## src/rtl/skeleton_limb_pose_classifier_macros.svh

```systemverilog
// ----------------------------------------------------------------------------
// skeleton limb pose classifier assertion macros
// Concurrent assertion helpers used by the classifier top level; they compile to
// nothing when SYNTHESIS is defined.
// ----------------------------------------------------------------------------
`ifndef SKELETON_LIMB_POSE_CLASSIFIER_MACROS_SVH
`define SKELETON_LIMB_POSE_CLASSIFIER_MACROS_SVH

`ifndef SYNTHESIS

// implication that must hold at every clock edge outside reset
`define SLPC_ASSERT(lbl, clk, rst, prop, msg) \
   lbl: assert property (@(posedge clk) disable iff (rst) (prop)) else $error(msg);

// condition that must never be seen at a clock edge outside reset
`define SLPC_NEVER(lbl, clk, rst, expr, msg) \
   lbl: assert property (@(posedge clk) disable iff (rst) !(expr)) else $error(msg);

`else

`define SLPC_ASSERT(lbl, clk, rst, prop, msg)
`define SLPC_NEVER(lbl, clk, rst, expr, msg)

`endif

`endif

```

## src/rtl/slpc_pkg.sv

```systemverilog
// ----------------------------------------------------------------------------
// slpc_pkg
// Shared types and constants of the skeleton limb pose classifier.
// ----------------------------------------------------------------------------
`default_nettype none

package slpc_pkg;

   localparam int NUM_JOINTS          = 15;
   localparam int JOINT_IDX_W         = 4;
   localparam int CONF_W              = 8;
   localparam int POSE_W              = 3;
   localparam int COORD_WIDTH_DEFAULT = 16;

   localparam logic [CONF_W-1:0] CONF_THRESHOLD_RESET = 8'd128;

   // skeleton joint numbering
   localparam int J_HEAD   = 0;
   localparam int J_NECK   = 1;
   localparam int J_TORSO  = 2;
   localparam int J_LSHLD  = 3;
   localparam int J_LHAND  = 5;
   localparam int J_RSHLD  = 6;
   localparam int J_RHAND  = 8;
   localparam int J_LHIP   = 9;
   localparam int J_LFOOT  = 11;
   localparam int J_RHIP   = 12;
   localparam int J_RFOOT  = 14;

   typedef enum logic [POSE_W-1:0] {
      POSE_NONE  = 3'd0,
      POSE_UP    = 3'd1,
      POSE_SIDE  = 3'd2,
      POSE_FRONT = 3'd3,
      POSE_DOWN  = 3'd4
   } pose_type;

   typedef struct packed {
      pose_type rt_hand;
      pose_type lt_hand;
      pose_type lt_foot;
      pose_type rt_foot;
   } pose_set_type;

   localparam pose_set_type POSE_SET_RESET = '{
      rt_hand: POSE_NONE,
      lt_hand: POSE_NONE,
      lt_foot: POSE_NONE,
      rt_foot: POSE_NONE
   };

endpackage

`default_nettype wire

```

## src/rtl/slpc_joint_store.sv

```systemverilog
// ----------------------------------------------------------------------------
// slpc_joint_store
// Register file holding position and confidence of every skeleton joint.
// ----------------------------------------------------------------------------
`default_nettype none

module slpc_joint_store
   import slpc_pkg::*;
#(
   parameter int COORD_WIDTH = COORD_WIDTH_DEFAULT
) (
   input  wire logic                          clock,
   input  wire logic                          wr_en,
   input  wire logic [JOINT_IDX_W-1:0]        wr_index,
   input  wire logic signed [COORD_WIDTH-1:0] wr_x,
   input  wire logic signed [COORD_WIDTH-1:0] wr_y,
   input  wire logic signed [COORD_WIDTH-1:0] wr_z,
   input  wire logic [CONF_W-1:0]             wr_conf,
   output logic signed [COORD_WIDTH-1:0]      rd_x    [NUM_JOINTS],
   output logic signed [COORD_WIDTH-1:0]      rd_y    [NUM_JOINTS],
   output logic signed [COORD_WIDTH-1:0]      rd_z    [NUM_JOINTS],
   output logic [CONF_W-1:0]                  rd_conf [NUM_JOINTS]
);

   logic signed [COORD_WIDTH-1:0] x_ff    [NUM_JOINTS];
   logic signed [COORD_WIDTH-1:0] y_ff    [NUM_JOINTS];
   logic signed [COORD_WIDTH-1:0] z_ff    [NUM_JOINTS];
   logic [CONF_W-1:0]             conf_ff [NUM_JOINTS];

   // payload only, no reset
   always_ff @(posedge clock) begin
      if (wr_en) begin
         x_ff[wr_index]    <= wr_x;
         y_ff[wr_index]    <= wr_y;
         z_ff[wr_index]    <= wr_z;
         conf_ff[wr_index] <= wr_conf;
      end
   end

   assign rd_x    = x_ff;
   assign rd_y    = y_ff;
   assign rd_z    = z_ff;
   assign rd_conf = conf_ff;

endmodule

`default_nettype wire

```

## src/rtl/slpc_classifier.sv

```systemverilog
// ----------------------------------------------------------------------------
// slpc_classifier
// Single-pass limb classification from the stored joints: picks the next
// pose code of both hands and both feet.
// ----------------------------------------------------------------------------
`default_nettype none

module slpc_classifier
   import slpc_pkg::*;
#(
   parameter int COORD_WIDTH = COORD_WIDTH_DEFAULT
) (
   input  wire logic signed [COORD_WIDTH-1:0] pos_x   [NUM_JOINTS],
   input  wire logic signed [COORD_WIDTH-1:0] pos_y   [NUM_JOINTS],
   input  wire logic signed [COORD_WIDTH-1:0] pos_z   [NUM_JOINTS],
   input  wire logic [CONF_W-1:0]             conf    [NUM_JOINTS],
   input  wire logic [CONF_W-1:0]             threshold,
   input  wire pose_set_type                  poses_cur,
   output pose_set_type                       poses_next
);

   // room for 5x a coordinate plus a full-range difference
   localparam int EW = COORD_WIDTH + 4;

   function automatic logic signed [EW-1:0] ext(input logic signed [COORD_WIDTH-1:0] v);
      return EW'(v);
   endfunction

   function automatic logic signed [EW-1:0] absd(input logic signed [COORD_WIDTH-1:0] a,
                                                 input logic signed [COORD_WIDTH-1:0] b);
      logic signed [EW-1:0] d;
      d = EW'(a) - EW'(b);
      return (d < 0) ? -d : d;
   endfunction

   logic [NUM_JOINTS-1:0] ok;

   always_comb begin
      for (int j = 0; j < NUM_JOINTS; j++) begin
         ok[j] = conf[j] > threshold;
      end
   end

   logic signed [EW-1:0] head_y, head_z, torso_y, torso_z;
   logic signed [EW-1:0] d_head_neck_y, d_neck_torso_y;

   assign head_y         = ext(pos_y[J_HEAD]);
   assign head_z         = ext(pos_z[J_HEAD]);
   assign torso_y        = ext(pos_y[J_TORSO]);
   assign torso_z        = ext(pos_z[J_TORSO]);
   assign d_head_neck_y  = absd(pos_y[J_HEAD], pos_y[J_NECK]);
   assign d_neck_torso_y = absd(pos_y[J_NECK], pos_y[J_TORSO]);

   pose_type hand_pose [2];

   for (genvar g = 0; g < 2; g++) begin : g_hand
      localparam int HJ = (g == 0) ? J_RHAND : J_LHAND;
      localparam int SJ = (g == 0) ? J_RSHLD : J_LSHLD;

      logic signed [EW-1:0] hy, hz, d_hand_sh, d_sh_head;
      logic                 up, side, front, down;
      pose_type             cur;

      assign hy        = ext(pos_y[HJ]);
      assign hz        = ext(pos_z[HJ]);
      assign d_hand_sh = absd(pos_x[HJ], pos_x[SJ]);
      assign d_sh_head = absd(pos_x[SJ], pos_x[J_HEAD]);
      assign cur       = (g == 0) ? poses_cur.rt_hand : poses_cur.lt_hand;

      // 0.2 and 1.5 factors folded into integer scaling of both sides
      assign up    = ((hy <<< 2) + hy) > ((head_y <<< 2) + head_y + d_head_neck_y);
      assign side  = (d_hand_sh <<< 1) > ((d_sh_head <<< 1) + d_sh_head);
      assign front = (hz <<< 1) < ((head_z <<< 1) - ((d_neck_torso_y <<< 1) + d_neck_torso_y));
      assign down  = hy < torso_y;

      always_comb begin
         hand_pose[g] = cur;
         priority if (up) begin
            if (ok[HJ] && ok[J_HEAD]) hand_pose[g] = POSE_UP;
         end else if (side) begin
            if (ok[HJ] && ok[SJ]) hand_pose[g] = POSE_SIDE;
         end else if (front) begin
            if (ok[HJ] && ok[J_HEAD] && ok[J_TORSO] && ok[J_NECK]) hand_pose[g] = POSE_FRONT;
         end else if (down) begin
            if (ok[HJ] && ok[J_TORSO]) hand_pose[g] = POSE_DOWN;
         end else begin
            hand_pose[g] = cur;
         end
      end
   end

   // feet
   logic signed [EW-1:0] lw, rw, lf_x, lf_z, lhip_x, rf_x, rf_z, rhip_x;
   logic                 l_side, l_front, r_side, r_front;
   pose_type             lfoot_pose, rfoot_pose;

   assign lw     = absd(pos_x[J_LHIP], pos_x[J_TORSO]);
   assign rw     = absd(pos_x[J_RHIP], pos_x[J_TORSO]);
   assign lf_x   = ext(pos_x[J_LFOOT]);
   assign lf_z   = ext(pos_z[J_LFOOT]);
   assign lhip_x = ext(pos_x[J_LHIP]);
   assign rf_x   = ext(pos_x[J_RFOOT]);
   assign rf_z   = ext(pos_z[J_RFOOT]);
   assign rhip_x = ext(pos_x[J_RHIP]);

   assign l_side  = (lf_x <<< 1) < ((lhip_x <<< 1) - ((lw <<< 1) + lw));
   assign l_front = lf_z < (torso_z - lw);
   assign r_side  = (rf_x <<< 1) > ((rhip_x <<< 1) + ((rw <<< 1) + rw));
   assign r_front = rf_z < (torso_z - rw);

   always_comb begin
      lfoot_pose = poses_cur.lt_foot;
      priority if (l_side) begin
         if (ok[J_LFOOT] && ok[J_LHIP] && ok[J_TORSO]) lfoot_pose = POSE_SIDE;
      end else if (l_front) begin
         if (ok[J_LFOOT] && ok[J_LHIP] && ok[J_TORSO]) lfoot_pose = POSE_FRONT;
      end else begin
         if (ok[J_LFOOT] && ok[J_LHIP] && ok[J_TORSO] && ok[J_RFOOT]) lfoot_pose = POSE_DOWN;
      end
   end

   // front check of the right foot looks at the left hip confidence
   always_comb begin
      rfoot_pose = poses_cur.rt_foot;
      priority if (r_side) begin
         if (ok[J_RFOOT] && ok[J_RHIP] && ok[J_TORSO]) rfoot_pose = POSE_SIDE;
      end else if (r_front) begin
         if (ok[J_RFOOT] && ok[J_LHIP] && ok[J_TORSO]) rfoot_pose = POSE_FRONT;
      end else begin
         if (ok[J_RFOOT] && ok[J_RHIP] && ok[J_TORSO]) rfoot_pose = POSE_DOWN;
      end
   end

   assign poses_next = '{
      rt_hand: hand_pose[0],
      lt_hand: hand_pose[1],
      lt_foot: lfoot_pose,
      rt_foot: rfoot_pose
   };

endmodule

`default_nettype wire

```

## src/rtl/skeleton_limb_pose_classifier.sv

```systemverilog
// ----------------------------------------------------------------------------
// skeleton_limb_pose_classifier
// Stores tracked skeleton joints and classifies the pose of both hands and
// both feet at the end of each frame.
// ----------------------------------------------------------------------------
// One joint request is taken every clock cycle while req_stall is low and
// written straight into the joint register file. A request with last_joint
// set marks a classification pending; once the response register is free,
// the classification reads the whole register file in one combinational
// pass and loads the four pose codes and the valid flag into the response
// register. Requests keep flowing while a response waits; req_stall rises only
// when a classification is pending and the response register is still held
// by rsp_stall. A pose code changes only when its test passes with every
// joint confidence involved strictly above the threshold; otherwise the
// previous code is repeated. Reading a joint that was never written since
// reset gives undefined poses.
`default_nettype none

`include "skeleton_limb_pose_classifier_macros.svh"

module skeleton_limb_pose_classifier
   import slpc_pkg::*;
#(
   parameter int COORD_WIDTH = COORD_WIDTH_DEFAULT
) (
   input  wire logic                          clock,
   input  wire logic                          reset,
   // joint requests
   input  wire logic                          req_valid,
   output logic                               req_stall,
   input  wire logic [JOINT_IDX_W-1:0]        req_joint_index,
   input  wire logic signed [COORD_WIDTH-1:0] req_pos_x,
   input  wire logic signed [COORD_WIDTH-1:0] req_pos_y,
   input  wire logic signed [COORD_WIDTH-1:0] req_pos_z,
   input  wire logic [CONF_W-1:0]             req_confidence,
   input  wire logic                          req_last_joint,
   // pose responses
   output logic                               rsp_valid,
   input  wire logic                          rsp_stall,
   output logic [POSE_W-1:0]                  rsp_right_hand_pose,
   output logic [POSE_W-1:0]                  rsp_left_hand_pose,
   output logic [POSE_W-1:0]                  rsp_left_foot_pose,
   output logic [POSE_W-1:0]                  rsp_right_foot_pose,
   // threshold register
   input  wire logic                          csr_valid,
   output logic                               csr_ready,
   input  wire logic [CONF_W-1:0]             csr_conf_threshold
);

   logic                accept, out_free, fire;
   logic                pend_ff, pend_in;
   logic                rsp_valid_ff, rsp_valid_in;
   logic [CONF_W-1:0]   thr_ff, thr_in;
   pose_set_type        pose_ff, pose_in, pose_next;

   logic signed [COORD_WIDTH-1:0] st_x    [NUM_JOINTS];
   logic signed [COORD_WIDTH-1:0] st_y    [NUM_JOINTS];
   logic signed [COORD_WIDTH-1:0] st_z    [NUM_JOINTS];
   logic [CONF_W-1:0]             st_conf [NUM_JOINTS];

   assign out_free  = !rsp_valid_ff || !rsp_stall;
   assign req_stall = pend_ff && !out_free;
   assign accept    = req_valid && !req_stall;
   assign fire      = pend_ff && out_free;
   assign csr_ready = 1'b1;

   slpc_joint_store #(
      .COORD_WIDTH(COORD_WIDTH)
   ) u_store (
      .clock    (clock),
      .wr_en    (accept && (req_joint_index < JOINT_IDX_W'(NUM_JOINTS))),
      .wr_index (req_joint_index),
      .wr_x     (req_pos_x),
      .wr_y     (req_pos_y),
      .wr_z     (req_pos_z),
      .wr_conf  (req_confidence),
      .rd_x     (st_x),
      .rd_y     (st_y),
      .rd_z     (st_z),
      .rd_conf  (st_conf)
   );

   slpc_classifier #(
      .COORD_WIDTH(COORD_WIDTH)
   ) u_classifier (
      .pos_x      (st_x),
      .pos_y      (st_y),
      .pos_z      (st_z),
      .conf       (st_conf),
      .threshold  (thr_ff),
      .poses_cur  (pose_ff),
      .poses_next (pose_next)
   );

   always_comb begin
      pend_in      = accept ? req_last_joint : (pend_ff && !out_free);
      rsp_valid_in = fire || (rsp_valid_ff && rsp_stall);
      pose_in      = fire ? pose_next : pose_ff;
      thr_in       = csr_valid ? csr_conf_threshold : thr_ff;
   end

   always_ff @(posedge clock) begin
      if (reset) begin
         pend_ff      <= 1'b0;
         rsp_valid_ff <= 1'b0;
         pose_ff      <= POSE_SET_RESET;
         thr_ff       <= CONF_THRESHOLD_RESET;
      end else begin
         pend_ff      <= pend_in;
         rsp_valid_ff <= rsp_valid_in;
         pose_ff      <= pose_in;
         thr_ff       <= thr_in;
      end
   end

   // the pose register doubles as the response register
   assign rsp_valid           = rsp_valid_ff;
   assign rsp_right_hand_pose = pose_ff.rt_hand;
   assign rsp_left_hand_pose  = pose_ff.lt_hand;
   assign rsp_left_foot_pose  = pose_ff.lt_foot;
   assign rsp_right_foot_pose = pose_ff.rt_foot;

   `SLPC_ASSERT(a_rsp_from_pending, clock, reset, (!$past(reset) && $rose(rsp_valid_ff)) |-> $past(pend_ff), "response raised without a pending classification")
   `SLPC_ASSERT(a_pose_change_on_fire, clock, reset, (!$past(reset) && !$stable(pose_ff)) |-> $past(pend_ff && out_free), "pose codes changed outside a classification")
   `SLPC_NEVER(a_stall_only_pending, clock, reset, req_stall && !pend_ff, "request stalled with no classification pending")

endmodule

`default_nettype wire

```

## config.mk

```make
export PLATFORM = sky130hd
export DESIGN_NAME = skeleton_limb_pose_classifier
export DESIGN_NICKNAME = d
export VERILOG_FILES = /design/src/rtl/slpc_pkg.sv /design/src/rtl/slpc_joint_store.sv /design/src/rtl/slpc_classifier.sv /design/src/rtl/skeleton_limb_pose_classifier.sv
export VERILOG_INCLUDE_DIRS = /design/src /design/src/rtl
export SDC_FILE = /design/constraint.sdc
export NUM_CORES = 1
export LEC_CHECK = 0
export ABC_AREA = 1
export BUFFER_PORTS_ARGS = -buffer_cell sky130_fd_sc_hd__buf_4
export CORE_MARGIN = 10
export CORE_UTILIZATION = 50
export CTS_CLUSTER_DIAMETER = 40
export DETAILED_ROUTE_END_ITERATION = 10
export GPL_ROUTABILITY_DRIVEN = 0
export PLACE_DENSITY = 0.66
export SYNTH_ARGS = -nofsm -noshare
export SYNTH_HDL_FRONTEND = slang
export SYNTH_SLANG_ARGS = --single-unit
export TNS_END_PERCENT = 1
```

## constraint.sdc

```tcl
create_clock -name clock -period 10.25 [get_ports clock]
set_clock_uncertainty 0.15 [all_clocks]
set_input_delay 0 -clock clock [delete_from_list [all_inputs] [get_ports clock]]
set_output_delay 0 -clock clock [all_outputs]
set_load 0.02 [all_outputs]
```

# After elaboration in Yosys (flattened, before gate mapping)
# Index checks and enable logic that the tools add are counted.
# totals
n_memories	0
rom_bits	0
output_inout_bits	15
ram_bits	0
ff_bits	862
latchBits	0
elab_cells	224
# classes
addsub	30
n_lt_le_gt_ge	34
n_shift	0
n_reduce_logical	39
eq_ne	10
n_bitwise	1
muxes	43
mul	0
div_mod_pow	0
# ops
cell	n
240-bit bitwise mux	3
17-bit by 1-bit < comparator with 1-bit output, second input constant	8
16-bit by 16-bit subtractor with 17-bit output	8
20-bit adder	6
120-bit bitwise mux	1
20-bit 2-to-1 mux	6
17-bit negator with 20-bit output	6
8-bit greater-than comparator	11
20-bit greater-than comparator	4
3-bit 2-to-1 mux	26
16-bit demux with 4-bit select	1
17-bit by 20-bit < comparator with 1-bit output	3
18-bit by 16-bit adder with 19-bit output	3
16-bit by 20-bit < comparator with 1-bit output	2
16-bit by 20-bit subtractor with 20-bit output	2
17-bit by 20-bit subtractor with 20-bit output	2
19-bit 2-to-1 mux	2
17-bit negator with 19-bit output	2
8-bit demux with 4-bit select	1
16-bit < comparator	2
1-bit logical AND	23
17-bit by 20-bit adder with 20-bit output	1
17-bit by 20-bit greater-than comparator with 1-bit output	1
16-bit 2-to-1 mux	1
16 further kinds	32

# Longest topological paths before layout
# Gate-level depths: netlist of the first run.
# logic_depth
ltp_word	9
depth_mapped	55
depth_no_buf	55

# By module
# Synthesis of the first run repeated with hierarchy kept, for this count alone.
# hier_totals
cells_unflattened	4790
hier_area_um2	51534.4
# modules_own_cells
mod	area_per_inst_um2	cells_per_inst	instances
slpc_joint_store	25330.5	867	1
slpc_classifier	25231.7	3794	1
skeleton_limb_pose_classifier	972.2	129	1

# Worst setup path before layout of the first run
# OpenSTA, ideal clock, no wires.
# synth_timing
kind	register to register
from	register u_store.x_ff (netlist bit u_store.rd_x[192])
to	register pose_ff (netlist bit rsp_right_foot_pose[0])
stages_incl_launch_ff	54
slack_ns	2.706
path_buffers	0
setup_time_ns	0.070
arrival_time_ns	7.323
cell_sequence	edfxtp_1 > ha_1 > inv_1 > fa_1 > a21oi_1 > o21bai_2 > nand2_1 > o211ai_1 > a21oi_1 > o21bai_2 > nand3_1 > nand2_1 > a21oi_1 > o21bai_1 > nand2_1 > a22oi_4 > inv_2 > nand2_1 > (+18 left out) > o21ai_0 > nand2_1 > xor2_1 > ha_1 > nand2_1 > inv_1 > nand3_1 > nor3_1 > or3b_1 > o2111ai_1 > xor2_1 > or2_1 > nand2_1 > o21ai_1 > nand2_1 > nor2_1 > nand3_1 > a21oi_1
# synth_via
elab_chain_len	8
elab_cells_between_ends	15
classes_between	add/sub (5); order compare (3); eq/ne (2); mux (3); reduce/logical (2)
# synth_rtl
item	line_no	rtl
from (decl)	slpc_joint_store.sv:25	logic signed [COORD_WIDTH-1:0] x_ff [NUM_JOINTS];
from (signal, indexed assignment)	slpc_joint_store.sv:33	x_ff[wr_index] <= wr_x;
16-bit by 16-bit subtractor with 17-bit output (*)	slpc_classifier.sv:32	d = EW'(a) - EW'(b);
17-bit negator with 20-bit output / 17-bit by 1-bit < comparator with 1-bit output (equally long branches)	slpc_classifier.sv:33	return (d < 0) ? -d : d;
20-bit 2-to-1 mux (*)	slpc_classifier.sv:33	
20-bit adder	slpc_classifier.sv:108	assign r_side = (rf_x <<< 1) > ((rhip_x <<< 1) + ((rw <<< 1) + rw));
17-bit by 20-bit adder with 20-bit output	slpc_classifier.sv:108	
17-bit by 20-bit greater-than comparator with 1-bit output	slpc_classifier.sv:108	
3-bit by 2-bit != test with 1-bit output (no line) / 2-bit != test (equally long branches)	--	
4-bit AND reduction (no line)	--	
to (signal assigned)	skeleton_limb_pose_classifier.sv:111	pose_ff <= pose_in;
to (decl)	skeleton_limb_pose_classifier.sv:54	pose_set_type pose_ff, pose_in, pose_next;
# Every way passes the cells marked *; elsewhere a longest branch is shown, timed or not.
# A chain may end at the register's enable or synchronous reset.

# Worst setup path in the final report of the first run
# Ends and elaborated chain as after synthesis.

==> flow_summary.toml, run 1 <==
[run_status]
status = "finished, final reports clean"

[yosys]
syn_inst = 4220
yosys_warnings = 0
ys.flop_type = "edfxtp_1"
synth.distinct_cells = 63
synth.area.top_cells = "edfxtp_1, ha_1, inv_1, xor2_1, nand2_1"
yosysTopAreaCell = "edfxtp_1"
synth_most_common_cell = "inv_1"
ys_async_sr_fraction_pct = 0
seq_area_frac_synth_pct = 34.4
synth_commonest_cells = "inv_1, ha_1, nand2_1, a21oi_1, edfxtp_1"
synth_edf_count = 424
syn_avg_cell_area_um2 = 9.09
ys_seq_elements = 446
synth_area_um2 = 38300
yosysTopAreaCellShare_pct = 33.2

[placed_design]
place_hpwl_um = 73100
portBuffers = 87
placedCellCount = 5366
pre_cts_slack_ns = 1.41

[global_route]
grt_max_degree = 57
grt_pass1_vias = 29121
track_usage_pct = 21.1
overflow = 0
grt_pass1_wl_um = 151000
antenna_found_initial = 5

[drt]
avgRoutedWirePerCell_um = 16.8
first_pass_iters = 6
ant_nets = 0
vias_per_cell = 5.24
drtIter0Drc = 1720
route.detailed.drc = 0
num_vias = 29417
routed_wl_um = 94200

[setup_path]
start_kind = "flip-flop"
worstPathRequired_ns = 10.65
end_kind = "flip-flop"
r2r_cells = 53
r2r-end = "rsp_right_foot_pose[0]"
worstPathArrival_ns = 9.36
cp_num_cells = 53
critPathMostFrequentCell = "nand2_1"
critPathCapture = "rsp_right_foot_pose[0]"
r2r_slack_ns = 1.29
worstPathMaxFanout = 9
cp_slowest_cell = "fa_1"
cp-startpoint = "u_store.rd_x[192]"
r2r-start = "u_store.rd_x[192]"
path_class = "flip-flop to flip-flop"
slowest_delay_ns = 0.48
crit_family = "compound AO/OA/AOI/OAI gates"
cp_num_buf_inv = 4

[timing]
setup_slack_ns = 1.29
fmax_mhz = 112
max_slew_margin_pct = 38.1
period_minus_slack_ns = 8.96
finalHoldViolations = 0
finalSetupViolCount = 0
worst_slew_pin_slew_ns = 0.905
drv_slew = 0
whs_ns = 0.0382
tns_ns = 0
rsz0062_at_grt = "no"
post-route-period-util_pct = 87.4

[floorplan]
ios = 89
fp.dieH_um = 297
rows = 101
placeableCoreArea_um2 = 75900
dieArea_um2 = 88200
die_w_um = 297
initial_utilization_pct = 50.5

[finish]
drive_above_1_share_pct = 7.09
area_growth_syn_to_layout_pct = 15.2
fin_cells = 5618
fin_util_pct = 58.1
fin_nets = 5298

[clock_network]
htree_levels = 3
cts_made_buffers = 76
tritoncts = "built"
cts_sinks = 446
cts_setup_buffers = 0
clockRootBuffer = "clkbuf_16"
clk_pin_slew_worst_paths_ns = 0.06
clkLatencyLatePin_ns = 0.62
cts.path.max_buffers = 3

[power]
power_leakage_nw = 20.6
powerDensity_nw_per_um2 = 138
ir_drop_mv = 0.177

[hold_path]
holdCritPathClass = "primary input to flip-flop"
whs_path_depth = 2

[run]
max-cap-violations = 0
==> metrics by stage <==
stage	power, mW	area [um^2]
after floorplan	3.16	38400
after global placement	3.50	40500
after detailed placement	3.54	40500
after CTS	6.13	44200
after global routing	6.44	44200
final	6.08	44200
==> cell type report <==
| type | count | area [um^2] |
|---|---|---|
| diodes | 1 | 2.50 |
| clock buffers | 82 | 2010 |
| clock inverters | 60 | 572 |
| fillers | 6582 | 31800 |
| inverters | 690 | 2590 |
| multi-input cells | 3101 | 22700 |
| flip-flops and latches | 446 | 13200 |
| well taps | 1030 | 1290 |
| repair buffers | 208 | 1830 |
==> logic make-up (layout without fill, tap and decap cells) <==
logic type / Yosys count / after routing / share of synthesized area, %
AOI/OAI and AO/OA: 780 / 780 / 11.8
xor gates and xnor gates: 406 / 406 / 9.27
adders and majority gates: 701 / 701 / 24.2
buffers and inverters: 697 / 1040 / 6.84
DFF: 446 / 446 / 34.4
other: 2 / 27 / 0.0196
and+or+nand+nor: 1188 / 1188 / 13.5
==> power breakdown <==
part | total, mW | switching, mW | internal (mW)
clock network | 2.53 | 1.03 | 1.51
registers | 2.04 | 0.0147 | 2.02
logic | 1.51 | 0.917 | 0.598
==> state kept, by name (all words and copies together), names as in the netlist <==
| signal | flops |
|---|---|
| pend_ff | 1 |
| rsp_left_foot_pose | 3 |
| rsp_left_hand_pose | 3 |
| rsp_right_foot_pose | 3 |
| rsp_right_hand_pose | 3 |
| rsp_valid | 1 |
| thr_ff | 8 |
| u_store.rd_conf | 88 |
| u_store.rd_x | 160 |
| u_store.rd_y | 80 |
| u_store.rd_z | 96 |
==> cells in the final DEF (no fill, tap or decap), types with 109 or more instances in the layout <==
cell type and instances:
nand2_1 596, a21oi_1 435, dlygate4sd3_1 109, inv_1 684, edfxtp_1 424, nor2_1 232
ha_1 633, xor2_1 291, xnor2_1 115, nand3_1 159, o21ai_0 125
==> worst min path at each step <==
| stage | start | end | slack [ns] |
|---|---|---|---|
| after floorplan | req_confidence[0] | u_store.rd_conf[0] | -0.05 |
| after global placement | req_pos_y[2] | u_store.rd_y[210] | 0.07 |
| after detailed placement | req_pos_y[2] | u_store.rd_y[194] | 0.07 |
| after CTS | req_pos_z[11] | u_store.rd_z[107] | 0.003 |
| after global routing | req_pos_z[12] | u_store.rd_z[156] | 0.03 |
| final | req_pos_z[12] | u_store.rd_z[108] | 0.04 |
==> per-layer routing <==
| metal | part of all wire [%] | global-route usage (%) | up-vias | routed length [um] |
|---|---|---|---|---|
| met3 | 5.2 | 3.41 | 137 | 4890 |
| li1 | - | - | 15083 | - |
| met5 | 0.021 | 0 | - | 20 |
| met2 | 46 | 35.4 | 593 | 43300 |
| met4 | 2.9 | 6.51 | 4 | 2720 |
| met1 | 46 | 27.7 | 13600 | 43300 |
==> timing repair <==
| item | in CTS | in global routing |
|---|---|---|
| gates resized for setup | 0 | 0 |
| hold buffers | 109 | 0 |
| hold endpoints to repair | 576 | 0 |
(Power assumes the default switching activity.)
==> run 2, diff against run 1 <==
--- a/config.mk
+++ b/config.mk
@@ -6,7 +6,7 @@
 export SDC_FILE = /design/constraint.sdc
 export NUM_CORES = 1
 export LEC_CHECK = 0
-export ABC_AREA = 1
+export ABC_AREA = 0
 export BUFFER_PORTS_ARGS = -buffer_cell sky130_fd_sc_hd__buf_4
 export CORE_MARGIN = 10
 export CORE_UTILIZATION = 50
==> constraint.sdc (replaced) <==
create_clock -name clock -period 10.25 [get_ports clock]
set_clock_uncertainty 0.15 [all_clocks]
set_input_delay 0 -clock clock [delete_from_list [all_inputs] [get_ports clock]]
set_output_delay 0 -clock clock [all_outputs]
set_load 0.01 [all_outputs]
==> flow_summary.toml, run 2 <==
[run_status]
status = "finished, final reports clean"

[yosys]
synth_most_common_cell = "ha_1"
synth_area_um2 = 38800
synth.area.top_cells = "edfxtp_1, ha_1, xnor2_1, inv_1, fa_1"
ys.flop_type = "edfxtp_1"
syn_inst = 3899
yosysTopAreaCellShare_pct = 32.8
yosys_warnings = 0
ys_async_sr_fraction_pct = 0
seq_area_frac_synth_pct = 34.0
yosysTopAreaCell = "edfxtp_1"
syn_avg_cell_area_um2 = 9.95
synth_edf_count = 424
synth_commonest_cells = "ha_1, edfxtp_1, inv_1, a21oi_1, nor2_1"
ys_seq_elements = 446
synth.distinct_cells = 84

[timing]
drv_slew = 0
post-route-period-util_pct = 91.2
period_minus_slack_ns = 9.34
worst_slew_pin_slew_ns = 1.08
finalSetupViolCount = 0
fmax_mhz = 107
finalHoldViolations = 0
max_slew_margin_pct = 27.7
whs_ns = 0.0241

[drt]
num_vias = 30206
first_pass_iters = 5
drtIter0Drc = 1745
routed_wl_um = 99100
ant_nets = 0
avgRoutedWirePerCell_um = 18.6
route.detailed.drc = 0
vias_per_cell = 5.66

[setup_path]
path_class = "flip-flop to flip-flop"
worstPathMaxFanout = 15
r2r_slack_ns = 0.91
worstPathArrival_ns = 9.75
crit_family = "compound AO/OA/AOI/OAI gates"
cp_num_buf_inv = 5
start_kind = "flip-flop"
worstPathRequired_ns = 10.66
cp_slowest_cell = "fa_1"
end_kind = "flip-flop"
critPathMostFrequentCell = "a21oi_1"
slowest_delay_ns = 0.50

[floorplan]
initial_utilization_pct = 50.2
dieArea_um2 = 89100
placeableCoreArea_um2 = 77200
ios = 89
fp.dieH_um = 299
die_w_um = 299
rows = 102

[global_route]
grt_max_degree = 57
antenna_found_initial = 4
overflow = 0
grt_pass1_wl_um = 157000
grt_pass1_vias = 29920
track_usage_pct = 21.9

[run]
max-cap-violations = 0

[clock_network]
cts_made_buffers = 83
clk_pin_slew_worst_paths_ns = 0.06
tritoncts = "built"
cts.path.max_buffers = 3
cts_sinks = 446
clkLatencyLatePin_ns = 0.64
htree_levels = 3
clockRootBuffer = "clkbuf_16"

[finish]
fin_cells = 5339
final_cell_mix = "ha_1, edfxtp_1, inv_1"
final_common_cell = "ha_1"
drive_above_1_share_pct = 7.14
fin_nets = 5002
area_growth_syn_to_layout_pct = 16.8
largest_register_ffs = 160

[placed_design]
portBuffers = 87
place_hpwl_um = 75500
placedCellCount = 5055

[power]
ir_drop_mv = 0.146
power_leakage_nw = 19.4
powerDensity_nw_per_um2 = 162

[hold_path]
holdCritPathClass = "primary input to flip-flop"
==> run 2: what timing repair did <==
| action | in CTS | in global routing |
|---|---|---|
| setup buffers | 0 | 2 |
| resized for setup | 0 | 8 |
| endpoints found under the hold margin | 597 | 0 |
| setup endpoints to repair | 0 | 9 |
| hold buffers | 125 | 0 |
==> run 2: area by class of cell <==
| cell class | count | area [um^2] |
|---|---|---|
| Sequential cell | 446 | 13200 |
| Antenna cell | 2 | 5.00 |
| Clock buffer | 88 | 2120 |
| Tap cell | 1040 | 1300 |
| Fill cell | 6590 | 31900 |
| Timing Repair Buffer | 235 | 2080 |
| Clock inverter | 67 | 887 |
| Inverter | 366 | 1370 |
| Multi-Input combinational cell | 3095 | 24400 |
==> run 2: path summary, 6_finish.rpt <==
| check | startpoint | to | cells past startpoint |
|---|---|---|---|
| setup / recovery | u_store.rd_x[32] | rsp_right_foot_pose[2] | 45 |
| hold / removal | req_joint_index[0] | u_store.rd_conf[107] | 4 |
| hold reg to reg | rsp_left_foot_pose[1] | rsp_left_foot_pose[1] | 2 |
| setup reg to reg | u_store.rd_x[32] | rsp_right_foot_pose[2] | 45 |
==> run 2: report_power, final <==
group          total [mW]  internal, mW  leakage (nW)  switching [mW]
combinational        2.39          1.04          14.0            1.34
clock                2.88          1.80          1.41            1.07
sequential           2.06          2.04          4.01          0.0233
total                7.33          4.88          19.4            2.44
==> run 2: metal layers <==
metal  global-route usage (%)  wire length (um)  vias up  share of wire (%)
met4                     6.70              2760        2                2.8
met3                     3.80              5460      166                5.5
met2                     35.9             45300      691                 46
li1                         -                 -    15092                  -
met5                        0                10        -              0.010
met1                     29.1             45600    14255                 46
==> run 2: tightest hold or removal path: stages <==
cell and delay [ns]:
buf_4 0.12, nand2_1 0.17, nor3_2 0.06, buf_4 0.25
==> run 2: cells by family after synthesis <==
family	after synthesis	synth area share, %
multiplexers	25	0.668
buffers and inverters	382	3.71
AO/OA/AOI/OAI	995	16.7
other	2	0.0194
XOR/XNOR	355	8.01
flip-flops	446	34.0
AND/OR/NAND/NOR	993	13.0
adder cells (fa/ha/maj)	701	23.9
==> run 2: through the flow <==
step	utilization [%]	setup slack, ns	instance area [um^2]	TNS [ns]	power (mW)
after detailed placement	53.1	0.558	41000	0	4.41
after global placement	53.1	0.726	41000	0	4.37
after global routing	58.7	-0.00519	45300	-0.00519	7.80
after floorplan	-	1.43	38900	0	3.85
after CTS	58.6	0.564	45200	0	7.36
final	58.7	0.907	45300	0	7.33
